<file path="src/hw/rtl/set_ua_link_setup_sender_core_macros.svh">
// ----------------------------------------------------------------------------
// Assertion macros for the SET/UA link-setup sender.
// Concurrent checks that compile away when SYNTH is defined.
// ----------------------------------------------------------------------------
`ifndef SET_UA_LINK_SETUP_SENDER_CORE_MACROS_SVH
`define SET_UA_LINK_SETUP_SENDER_CORE_MACROS_SVH

`ifndef SYNTH
// Same-cycle implication, checked on every rising edge outside reset.
`define SUA_ASSERT_IMPL(label, clk, rst_n, ante, cons) \
	label: assert property (@(posedge clk) disable iff (!rst_n) (ante) |-> (cons)) \
		else $error("sua assertion failed");
// Next-cycle implication, checked on every rising edge outside reset.
`define SUA_ASSERT_NEXT(label, clk, rst_n, ante, cons) \
	label: assert property (@(posedge clk) disable iff (!rst_n) (ante) |=> (cons)) \
		else $error("sua assertion failed");
`else
`define SUA_ASSERT_IMPL(label, clk, rst_n, ante, cons)
`define SUA_ASSERT_NEXT(label, clk, rst_n, ante, cons)
`endif

`endif

</file>
<file path="src/hw/rtl/sua_pkg.sv">
// ----------------------------------------------------------------------------
// SET/UA link-setup sender package
// Shared types, request and status codes, and register indexes.
// ----------------------------------------------------------------------------
package sua_pkg;

	localparam int FRAME_LENGTH = 5;
	localparam int BEAT_W       = $clog2(FRAME_LENGTH);

	localparam logic [1:0] REQ_START = 2'd0;
	localparam logic [1:0] REQ_BYTE  = 2'd1;
	localparam logic [1:0] REQ_TICK  = 2'd2;

	localparam logic [1:0] PH_IDLE = 2'd0;
	localparam logic [1:0] PH_WAIT = 2'd1;
	localparam logic [1:0] PH_CONN = 2'd2;
	localparam logic [1:0] PH_FAIL = 2'd3;

	localparam logic [2:0] CFG_TIMEOUT  = 3'd0;
	localparam logic [2:0] CFG_MAX_ATT  = 3'd1;
	localparam logic [2:0] CFG_ADDRESS  = 3'd2;
	localparam logic [2:0] CFG_SET_CTRL = 3'd3;
	localparam logic [2:0] CFG_UA_CTRL  = 3'd4;
	localparam logic [2:0] CFG_FLAG     = 3'd5;

	typedef struct packed {
		logic [15:0] timeout_ticks;
		logic [3:0]  max_attempts;
		logic [7:0]  link_address;
		logic [7:0]  set_control;
		logic [7:0]  ua_control;
		logic [7:0]  flag_byte;
	} cfg_t;

	// Outcome of one request: send a SET frame or a single status beat.
	typedef struct packed {
		logic       frame;
		logic [1:0] status;
	} res_t;

	typedef enum logic [4:0] {
		PS_FLAG = 5'b00001,
		PS_ADDR = 5'b00010,
		PS_CTRL = 5'b00100,
		PS_BCC  = 5'b01000,
		PS_END  = 5'b10000
	} parse_t;

endpackage

</file>
<file path="src/hw/rtl/sua_ctrl.sv">
// ----------------------------------------------------------------------------
// SET/UA control
// Link phase, UA frame parser, retransmission timer and attempt counter.
// ----------------------------------------------------------------------------
`include "set_ua_link_setup_sender_core_macros.svh"

module sua_ctrl (
	input  logic          clk,
	input  logic          arst_n,
	input  sua_pkg::cfg_t cfg,
	input  logic          fire,
	input  logic [1:0]    req_type,
	input  logic [7:0]    rx_byte,
	output sua_pkg::res_t res
);
	import sua_pkg::*;

	parse_t      parse_q, parse_d;
	logic [1:0]  phase_q, phase_d;
	logic [15:0] timer_q, timer_d;
	logic [3:0]  attempt_q, attempt_d;
	logic        frame;
	logic [15:0] timer_inc;
	logic [3:0]  attempt_inc;
	logic [3:0]  limit;
	logic [7:0]  ua_bcc;

	assign timer_inc   = timer_q + 16'd1;
	assign attempt_inc = attempt_q + 4'd1;
	assign limit       = (cfg.max_attempts == 4'd0) ? 4'd1 : cfg.max_attempts;
	assign ua_bcc      = cfg.link_address ^ cfg.ua_control;

	always_comb begin
		parse_d   = parse_q;
		phase_d   = phase_q;
		timer_d   = timer_q;
		attempt_d = attempt_q;
		frame     = 1'b0;
		case (req_type)
			REQ_START: begin
				parse_d   = PS_FLAG;
				attempt_d = 4'd0;
				phase_d   = PH_WAIT;
				timer_d   = 16'd0;
				frame     = 1'b1;
			end
			REQ_BYTE: begin
				if (phase_q == PH_WAIT) begin
					unique case (parse_q)
						PS_FLAG: begin
							if (rx_byte == cfg.flag_byte) parse_d = PS_ADDR;
						end
						PS_ADDR: begin
							if (rx_byte == cfg.link_address) parse_d = PS_CTRL;
							else if (rx_byte != cfg.flag_byte) parse_d = PS_FLAG;
						end
						PS_CTRL: begin
							if (rx_byte == cfg.ua_control) parse_d = PS_BCC;
							else if (rx_byte == cfg.flag_byte) parse_d = PS_ADDR;
							else parse_d = PS_FLAG;
						end
						PS_BCC: begin
							if (rx_byte == ua_bcc) parse_d = PS_END;
							else if (rx_byte == cfg.flag_byte) parse_d = PS_ADDR;
							else parse_d = PS_FLAG;
						end
						PS_END: begin
							if (rx_byte == cfg.flag_byte) begin
								phase_d = PH_CONN;
								timer_d = 16'd0;
							end
							parse_d = PS_FLAG;
						end
						default: parse_d = PS_FLAG;
					endcase
				end
			end
			REQ_TICK: begin
				if (phase_q == PH_WAIT) begin
					timer_d = timer_inc;
					if (timer_inc >= cfg.timeout_ticks) begin
						timer_d   = 16'd0;
						attempt_d = attempt_inc;
						if (attempt_inc >= limit) phase_d = PH_FAIL;
						else frame = 1'b1;
					end
				end
			end
			default: ;
		endcase
	end

	always_ff @(posedge clk or negedge arst_n) begin
		if (!arst_n) begin
			parse_q   <= PS_FLAG;
			phase_q   <= PH_IDLE;
			timer_q   <= 16'd0;
			attempt_q <= 4'd0;
		end else if (fire) begin
			parse_q   <= parse_d;
			phase_q   <= phase_d;
			timer_q   <= timer_d;
			attempt_q <= attempt_d;
		end
	end

	assign res.frame  = frame;
	assign res.status = phase_d;

	`SUA_ASSERT_NEXT(a_start_clears, clk, arst_n, fire && req_type == REQ_START, phase_q == PH_WAIT && parse_q == PS_FLAG && attempt_q == 4'd0)
	`SUA_ASSERT_IMPL(a_conn_parser_idle, clk, arst_n, phase_q == PH_CONN, parse_q == PS_FLAG)

endmodule

</file>
<file path="src/hw/rtl/sua_tx_seq.sv">
// ----------------------------------------------------------------------------
// SET/UA result sequencer
// Result register that plays out a five-beat SET frame or one status beat.
// ----------------------------------------------------------------------------
`include "set_ua_link_setup_sender_core_macros.svh"

module sua_tx_seq (
	input  logic          clk,
	input  logic          arst_n,
	input  sua_pkg::cfg_t cfg,
	input  logic          load,
	input  sua_pkg::res_t res,
	output logic          free,
	output logic          m_axis_tvalid,
	input  logic          m_axis_tready,
	output logic [15:0]   m_axis_tdata,  // [7:0] tx_byte, [9:8] link_status, rest zero
	output logic          m_axis_tuser,  // [0] tx_valid
	output logic          m_axis_tlast
);
	import sua_pkg::*;

	localparam logic [BEAT_W-1:0] BEAT_FLAG_OPEN  = BEAT_W'(0);
	localparam logic [BEAT_W-1:0] BEAT_ADDR       = BEAT_W'(1);
	localparam logic [BEAT_W-1:0] BEAT_CTRL       = BEAT_W'(2);
	localparam logic [BEAT_W-1:0] BEAT_BCC        = BEAT_W'(3);
	localparam logic [BEAT_W-1:0] BEAT_FLAG_CLOSE = BEAT_W'(FRAME_LENGTH - 1);

	logic              valid_q;
	logic              frame_q;
	logic [1:0]        status_q;
	logic [BEAT_W-1:0] beat_q;
	logic              last_beat;
	logic [7:0]        frame_byte;

	assign last_beat = !frame_q || (beat_q == BEAT_FLAG_CLOSE);
	assign free      = !valid_q || (m_axis_tready && last_beat);

	always_comb begin
		case (beat_q)
			BEAT_FLAG_OPEN:  frame_byte = cfg.flag_byte;
			BEAT_ADDR:       frame_byte = cfg.link_address;
			BEAT_CTRL:       frame_byte = cfg.set_control;
			BEAT_BCC:        frame_byte = cfg.link_address ^ cfg.set_control;
			BEAT_FLAG_CLOSE: frame_byte = cfg.flag_byte;
			default:         frame_byte = cfg.flag_byte;
		endcase
	end

	always_ff @(posedge clk or negedge arst_n) begin
		if (!arst_n) begin
			valid_q <= 1'b0;
			beat_q  <= '0;
		end else if (load) begin
			valid_q <= 1'b1;
			beat_q  <= '0;
		end else if (valid_q && m_axis_tready) begin
			if (last_beat) valid_q <= 1'b0;
			else beat_q <= beat_q + BEAT_W'(1);
		end
	end

	always_ff @(posedge clk) begin
		if (load) begin
			frame_q  <= res.frame;
			status_q <= res.status;
		end
	end

	assign m_axis_tvalid = valid_q;
	assign m_axis_tuser  = frame_q;
	assign m_axis_tlast  = last_beat;
	assign m_axis_tdata  = {6'd0, status_q, frame_q ? frame_byte : 8'd0};

	`SUA_ASSERT_IMPL(a_status_single_beat, clk, arst_n, valid_q && !frame_q, beat_q == '0)
	`SUA_ASSERT_NEXT(a_beat_step, clk, arst_n, valid_q && m_axis_tready && !last_beat, valid_q && beat_q == $past(beat_q) + BEAT_W'(1))

endmodule

</file>
<file path="src/hw/rtl/set_ua_link_setup_sender_core.sv">
// ----------------------------------------------------------------------------
// SET/UA link-setup sender
// Sends SET frames, parses UA replies and retries on timeout.
// ----------------------------------------------------------------------------
// Each input beat is a start request, a received byte or a timer tick
// (tuser selects which). A start, or a timeout below the attempt limit,
// produces the five-beat SET frame with tuser high; every other request
// produces one status beat with tuser low and a zero byte. tlast marks the
// final beat of a request, and every beat carries the link status after
// that request. An input beat is registered and then resolved, so
// status-only requests stream at one beat per clock while tready is high;
// a SET frame holds the output for five beats, one frame byte per beat,
// during which one further request waits in the input register. Registers
// are written through the configuration channel, which is always ready.

module set_ua_link_setup_sender_core (
	input  logic        clk,
	input  logic        arst_n,
	input  logic        s_axis_tvalid,
	output logic        s_axis_tready,
	input  logic [7:0]  s_axis_tdata,   // [7:0] rx_byte
	input  logic [1:0]  s_axis_tuser,   // [1:0] req_type
	output logic        m_axis_tvalid,
	input  logic        m_axis_tready,
	output logic [15:0] m_axis_tdata,   // [7:0] tx_byte, [9:8] link_status, rest zero
	output logic        m_axis_tuser,   // [0] tx_valid
	output logic        m_axis_tlast,
	input  logic        cfg_valid,
	output logic        cfg_ready,
	input  logic [2:0]  cfg_index,
	input  logic [15:0] cfg_data
);
	import sua_pkg::*;

	cfg_t       cfg_q;
	logic       s1_valid_q;
	logic [1:0] req_s1;
	logic [7:0] byte_s1;
	logic       fire;
	logic       free;
	res_t       res;

	assign cfg_ready = 1'b1;

	always_ff @(posedge clk or negedge arst_n) begin
		if (!arst_n) begin
			cfg_q.timeout_ticks <= 16'd3;
			cfg_q.max_attempts  <= 4'd3;
			cfg_q.link_address  <= 8'h03;
			cfg_q.set_control   <= 8'h03;
			cfg_q.ua_control    <= 8'h07;
			cfg_q.flag_byte     <= 8'h7E;
		end else if (cfg_valid) begin
			unique case (cfg_index)
				CFG_TIMEOUT:  cfg_q.timeout_ticks <= cfg_data;
				CFG_MAX_ATT:  cfg_q.max_attempts  <= cfg_data[3:0];
				CFG_ADDRESS:  cfg_q.link_address  <= cfg_data[7:0];
				CFG_SET_CTRL: cfg_q.set_control   <= cfg_data[7:0];
				CFG_UA_CTRL:  cfg_q.ua_control    <= cfg_data[7:0];
				CFG_FLAG:     cfg_q.flag_byte     <= cfg_data[7:0];
				default: ;
			endcase
		end
	end

	assign fire          = s1_valid_q && free;
	assign s_axis_tready = !s1_valid_q || free;

	always_ff @(posedge clk or negedge arst_n) begin
		if (!arst_n) begin
			s1_valid_q <= 1'b0;
		end else if (s_axis_tready) begin
			s1_valid_q <= s_axis_tvalid;
		end
	end

	always_ff @(posedge clk) begin
		if (s_axis_tvalid && s_axis_tready) begin
			req_s1  <= s_axis_tuser;
			byte_s1 <= s_axis_tdata;
		end
	end

	sua_ctrl u_ctrl (
		.clk      (clk),
		.arst_n   (arst_n),
		.cfg      (cfg_q),
		.fire     (fire),
		.req_type (req_s1),
		.rx_byte  (byte_s1),
		.res      (res)
	);

	sua_tx_seq u_tx_seq (
		.clk           (clk),
		.arst_n        (arst_n),
		.cfg           (cfg_q),
		.load          (fire),
		.res           (res),
		.free          (free),
		.m_axis_tvalid (m_axis_tvalid),
		.m_axis_tready (m_axis_tready),
		.m_axis_tdata  (m_axis_tdata),
		.m_axis_tuser  (m_axis_tuser),
		.m_axis_tlast  (m_axis_tlast)
	);

endmodule

</file>
<file path="config.mk">
export PLATFORM = sky130hd
export DESIGN_NAME = set_ua_link_setup_sender_core
export DESIGN_NICKNAME = d
export VERILOG_FILES = /design/src/hw/rtl/sua_pkg.sv /design/src/hw/rtl/sua_ctrl.sv /design/src/hw/rtl/sua_tx_seq.sv /design/src/hw/rtl/set_ua_link_setup_sender_core.sv
export VERILOG_INCLUDE_DIRS = /design/src /design/src/hw/rtl
export SDC_FILE = /design/constraint.sdc
export NUM_CORES = 1
export LEC_CHECK = 0
export ABC_AREA = 1
export BUFFER_PORTS_ARGS = -buffer_cell sky130_fd_sc_hd__buf_4
export CAP_MARGIN = 20
export CORE_ASPECT_RATIO = 1.75
export CORE_MARGIN = 4
export CORE_UTILIZATION = 35
export CTS_CLUSTER_SIZE = 16
export DETAILED_ROUTE_END_ITERATION = 16
export HOLD_SLACK_MARGIN = 0.05
export PLACE_DENSITY_LB_ADDON = 0.25
export SYNTH_ARGS = -nofsm -noshare
export SYNTH_HDL_FRONTEND = slang
export SYNTH_SLANG_ARGS = --single-unit
</file>
<file path="constraint.sdc">
create_clock -name clk -period 3.49 [get_ports clk]
set_clock_uncertainty 0.2 [all_clocks]
set_input_delay 0.5235 -clock clk [delete_from_list [all_inputs] [get_ports clk]]
set_output_delay 0.5235 -clock clk [all_outputs]
set_load 0.05 [all_outputs]
</file>
==> results of run 1 <==
-- worst paths after layout --
check	startpoint	to	cells after the start
setup / recovery	u_ctrl.timer_q[4]	u_ctrl.timer_q[8]	16
min in group asynchronous	arst_n	u_ctrl.parse_q[2]	3
hold / removal	s_axis_tdata[6]	byte_s1[6]	1
setup reg to reg	u_ctrl.timer_q[4]	u_ctrl.timer_q[8]	16
hold reg to reg	u_ctrl.parse_q[4]	u_ctrl.parse_q[4]	2
max in group asynchronous	arst_n	cfg_q[10]	3
-- metrics by stage --
stage	std cells	area [sq um]	hold slack, ps	setup slack (ps)	total power, W
2_1_floorplan	764	5767	27.91	655.9	0.002175
3_3_place_gp	985	6289	269.1	273.0	0.002463
3_5_place_dp	985	6289	275.5	169.1	0.002474
4_1_cts	1002	6604	129.4	177.0	0.003514
5_1_grt	1003	6633	130.6	24.50	0.003723
6_report	1003	6633	142.9	410.7	0.003476
-- report_power, final --
part           internal, W  total [W]  switching, W
sequential         0.00134    0.00149      0.000144
clock             0.000543    0.00103      0.000485
combinational     0.000344   0.000959      0.000615
-- metal layers --
| metal | up-vias | routed length, um |
|---|---|---|
| met5 | - | 0 |
| met2 | 68 | 7565 |
| met1 | 2244 | 5759 |
| li1 | 2480 | - |
| met3 | 18 | 390 |
| met4 | 0 | 350 |
-- cells in the mapped netlist --
| cell | number | area [sq um] |
|---|---|---|
| buf_6 | 1 | 11.26 |
| o21ai_0 | 73 | 365.4 |
| buf_4 | 7 | 52.55 |
| inv_2 | 3 | 11.26 |
| ha_1 | 27 | 337.8 |
| o21bai_1 | 2 | 15.01 |
| nand2_1 | 246 | 923.4 |
| nor3_2 | 1 | 10.01 |
| a21oi_1 | 39 | 195.2 |
| inv_1 | 111 | 416.7 |
| or2_2 | 5 | 31.28 |
| dfstp_2 | 18 | 473.0 |
| o21ai_1 | 2 | 10.01 |
| nor2_1 | 41 | 153.9 |
| buf_2 | 1 | 5.000 |
| edfxtp_1 | 13 | 390.4 |
| o31ai_1 | 1 | 7.510 |
| a31oi_1 | 1 | 6.260 |
| and2_1 | 2 | 12.51 |
| xnor2_1 | 14 | 122.6 |
| nor2_4 | 1 | 11.26 |
| a22o_1 | 3 | 26.28 |
| clkbuf_1 | 9 | 33.78 |
| nand2_2 | 2 | 12.51 |
| o22ai_1 | 1 | 6.260 |
| nor2_8 | 1 | 20.02 |
| xor2_1 | 12 | 105.1 |
| a21oi_4 | 1 | 16.27 |
| nand3_1 | 29 | 145.1 |
| nor2_2 | 4 | 25.02 |
| dfrtp_1 | 66 | 1652 |
| conb_1 | 2 | 7.510 |
| nor3_1 | 4 | 20.02 |
| a31o_2 | 1 | 8.760 |
| nand2_4 | 1 | 11.26 |
| nand4_1 | 8 | 50.05 |
| o21ai_2 | 1 | 8.760 |
| nand3b_1 | 5 | 37.54 |
-- final cells by class --
type                       instances  area [sq um]  share of cell area, %
clock buffer                      10         250.2                  3.773
clock inverter                     6         55.05                 0.8300
inverter                         114         427.9                  6.452
multi-input combinational        536          2750                  41.46
sequential                        97          2515                  37.92
tap                              189         236.5                  3.565
timing repair buffer              51         397.9                  5.999
-- flip-flops by register name, indices dropped and copies added (netlist names) --
name and count:
req_s1 2, u_ctrl.timer_q 16, u_ctrl.attempt_q 4, s1_valid_q 1
u_ctrl.phase_q 2, u_tx_seq.beat_q 3, u_tx_seq.m_axis_tvalid 1, u_tx_seq.m_axis_tuser 1
cfg_q 52, byte_s1 8, u_tx_seq.status_q 2, u_ctrl.parse_q 5
-- repair_timing --
action	in CTS	in global routing
hold endpoints to repair	66	0
endpoints found under the setup margin	0	20
gates resized for setup	0	6
hold buffers	1	0
-- worst max-delay path, cell delays in order (launching register included) --
cell,delay [ps]
dfrtp_1,420
inv_1,100
nor3_2,200
nand3b_1,160
nor2_2,200
nand3_1,120
xnor2_1,210
ha_1,290
a21oi_1,140
o21ai_0,100
nor2_1,110
nand2_1,110
inv_1,140
nand2_4,110
nor2_4,250
nand2_1,80
nand2_1,70
-- cells by family after synthesis --
group / after synthesis / synth area share (%)
AND/OR/NAND/NOR: 350 / 25.47
buffers and inverters: 132 / 9.229
AO/OA/AOI/OAI: 125 / 11.58
flip-flops: 97 / 43.75
adder cells (fa/ha/maj): 27 / 5.877
XOR/XNOR: 26 / 3.962
other: 2 / 0.1307
==> flow_summary.toml, run 1 <==
[outcome]
status = "finished, final reports clean"

[critical_path]
cp-end-kind = "flip-flop"
cp.required_ps = 3580
crit_type = "reg2reg"
critPathArrivalTime_ps = 3170
crit_fanout = 8
reg2reg_slack_ps = 410
worstSetupStartpointType = "flip-flop"

[detailed_routing]
finalWirelength_um = 14070
first_pass_iters = 4
drt_iter0_markers = 191
wire_per_inst_um = 14.02
viasPerCell = 4.796
antenna_left = 0
via_count = 4810
drc = 0

[global_routing]
grt_pass1_vias = 4820
antenna_found_initial = 0
met3_usage_pct = 2.002
grt_max_degree = 85
grt.busiest_layer = "met2"
grt.overflow.total = 0
groute.usage.overall_pct = 15.90
grt_use_met2_pct = 30.28
grt_pass1_wl_um = 23430
use_met1_pct = 17.70

[clock_tree]
cts_tree = "done"
post_cts_buffers = 0
clkTransAtPathRegs_ps = 80
clock_sinks = 97
cts_made_buffers = 9
cts_buffer_depth = 2
clock_latency_ps = 350
htree_levels = 3
root_buffer = "clkbuf_16"

[timing]
slew_headroom_pct = 33.62
max_slew.worst_pin.slew_ps = 993.3
rsz0062_at_grt = "no"
fmax_ghz = 0.3248
finalSetupViolCount = 0
slew_viol_final = 0
setup-tns-final_ps = 0
fin_crit_ps = 3079
period_share_pct = 88.23
hold_violations = 0

[placed_design]
gp_congestion = 0.8179
dp_hpwl_um = 10650
numPortBuffers = 47

[power]
peakVddDrop_mv = 0.1990
p_per_area_nw_per_um2 = 524.0
power.leakage_nw = 3.447

[cells_and_area]
drive_above_1_share_pct = 13.64
mostFrequentLayoutCell = "nand2_1"
final_nets = 870
nFillCells = 1660
diodes = 0
final_cell_mix = "nand2_1, inv_1, o21ai_0, dfrtp_1, buf_4"
postLayoutCoreUtil_pct = 41.38
area_growth_pct = 15.39

[yosys]
ys_warn_count = 0
ys_types = 38
ys_ff_latch = 97
syn_area_per_cell_sq_um = 7.573
ys_seq_area_share_pct = 43.75
synth_cells = 759
synth_area_sq_um = 5748

[floorplanning]
core_sq_um = 16030
die_height_um = 177.5
dieArea_sq_um = 18620
core.rowCount = 61
dieWidth_um = 104.9
start_util_pct = 35.86
ios = 55

[worst_hold_path]
hp-class = "in2reg"

[run]
max_cap_viol_count = 0
Note: power is estimated with default switching activity, not from simulation.
==> run 2: changes to the inputs <==
- PLACE_DENSITY: not set -> 0.59
- PLACE_DENSITY_LB_ADDON: 0.25 -> not set
==> run 2 against run 1 <==
Compared with the run above: register-to-register slack worse by 100 ps; maximum frequency down 3.2%; highest routed layer unchanged; critical path type unchanged; power up 1.1%.
==> flow_summary.toml, run 2 (same netlist as run 1, synthesis figures left out) <==
[critical_path]
worstSetupStartpointType = "flip-flop"
reg2reg_depth = 16
critPathArrivalTime_ps = 3260
cp-end-kind = "flip-flop"
crit_fanout = 8
cp.required_ps = 3570
crit_type = "reg2reg"

[timing]
setup-tns-final_ps = 0
hold_violations = 0
slew_headroom_pct = 34.04
postLayoutSetupSlackWorst_ps = 310.5
slew_viol_final = 0
finalSetupViolCount = 0
fmax_ghz = 0.3145
max_slew.worst_pin.slew_ps = 987.0
rsz0062_at_grt = "no"
fin_crit_ps = 3179
period_share_pct = 91.10

[global_routing]
grt_pass1_vias = 4692
met3_usage_pct = 1.966
groute.usage.overall_pct = 15.78
grt_pass1_wl_um = 23250
grt_max_degree = 45
use_met1_pct = 17.78
grt.overflow.total = 0
grt_use_met2_pct = 29.50
antenna_found_initial = 0
grt.busiest_layer = "met2"

[placed_design]
dp_hpwl_um = 10780
numPortBuffers = 47
pre_cts_ws_ps = 177.3
gp_congestion = 0.8048

[cells_and_area]
final_cell_mix = "nand2_1, inv_1, o21ai_0, dfrtp_1, buf_4"
mostFrequentLayoutCell = "nand2_1"
biggestRegsByFlops = "cfg_q (52), u_ctrl.timer_q (16), byte_s1 (8)"
drive_above_1_share_pct = 13.37
largest_reg_flops = 52
top_register = "cfg_q"
area_growth_pct = 15.39
diodes = 0
final_nets = 871

[floorplanning]
dieWidth_um = 104.9
start_util_pct = 35.86
ios = 55
dieArea_sq_um = 18620
core_sq_um = 16030
core.rowCount = 61
die_height_um = 177.5

[detailed_routing]
viasPerCell = 4.747
antenna_left = 0
drc = 0
via_count = 4766
drt_iter0_markers = 198
first_pass_iters = 4
finalWirelength_um = 13860
wire_per_inst_um = 13.80

[power]
peakVddDrop_mv = 0.2025
power.leakage_nw = 3.450
p_per_area_nw_per_um2 = 529.6

[clock_tree]
root_buffer = "clkbuf_16"
post_cts_buffers = 0
htree_levels = 3
clock_sinks = 97
clock_latency_ps = 350
clkTransAtPathRegs_ps = 70
cts_made_buffers = 9
cts_tree = "done"
cts_buffer_depth = 2

[run]
max_cap_viol_count = 0

[outcome]
status = "finished, final reports clean"

[worst_hold_path]
hp-class = "in2reg"
hold_depth = 1
## run 2: path summary, 6_finish.rpt
| kind | startpoint | endpoint | slack, ps |
|---|---|---|---|
| min | s_axis_tdata[5] | byte_s1[5] | 150 |
| min in group asynchronous | arst_n | u_ctrl.parse_q[2] | 510 |
| min reg2reg | cfg_q[34] | cfg_q[34] | 290 |
| max | u_ctrl.timer_q[4] | u_ctrl.timer_q[11] | 310 |
| max in group asynchronous | arst_n | cfg_q[37] | 1790 |
| max reg2reg | u_ctrl.timer_q[4] | u_ctrl.timer_q[11] | 310 |
## run 2: what timing repair did
item | CTS | global route
hold buffers | 1 | 0
setup endpoints to repair | 0 | 20
gates resized for setup | 0 | 5
endpoints found under the hold margin | 36 | 0
## run 2: layer usage
| metal | wire, um | up-vias |
|---|---|---|
| met2 | 7504 | 70 |
| met3 | 319 | 19 |
| met1 | 5684 | 2184 |
| met5 | 0 | - |
| li1 | - | 2493 |
| met4 | 352 | 0 |
## run 2: cell type report
cell class | instances | area [sq um]
sequential | 97 | 2515
fill | 1703 | 9395
timing repair buffer | 52 | 392.9
multi-input combinational | 536 | 2745
inverter | 114 | 427.9
clock buffer | 12 | 246.5
clock inverter | 4 | 68.82
tap | 189 | 236.5
## run 2: critical path, stage by stage (launching register included)
cell,delay [ps]
dfrtp_1,430
inv_1,100
nor3_2,210
nand3b_1,150
nor2_2,210
a21oi_1,90
a21oi_1,180
ha_1,310
a21oi_1,220
o21ai_0,110
nor2_1,110
nand2_1,110
inv_1,120
nand2_2,150
nor2_4,270
nand2_1,80
nand2_1,60
## run 2: where the power goes
group	internal, W	switching, W
combinational	0.000343	0.000616
clock	0.000645	0.000421
sequential	0.00135	0.000141
total	0.00233	0.00118
## run 2: stage by stage
stage | instances | instance area (sq um) | total power [W] | util, % | hold slack [ps]
global route | 1004 | 6633 | 0.003766 | 41.38 | 138.9
finish | 1004 | 6633 | 0.003512 | 41.38 | 149.0
detailed placement | 986 | 6284 | 0.002472 | 39.20 | 277.1
CTS | 1003 | 6609 | 0.003557 | 41.23 | 136.7
global placement | 986 | 6284 | 0.002461 | 39.20 | 269.3
floorplan | 764 | 5767 | 0.002175 | - | 27.91
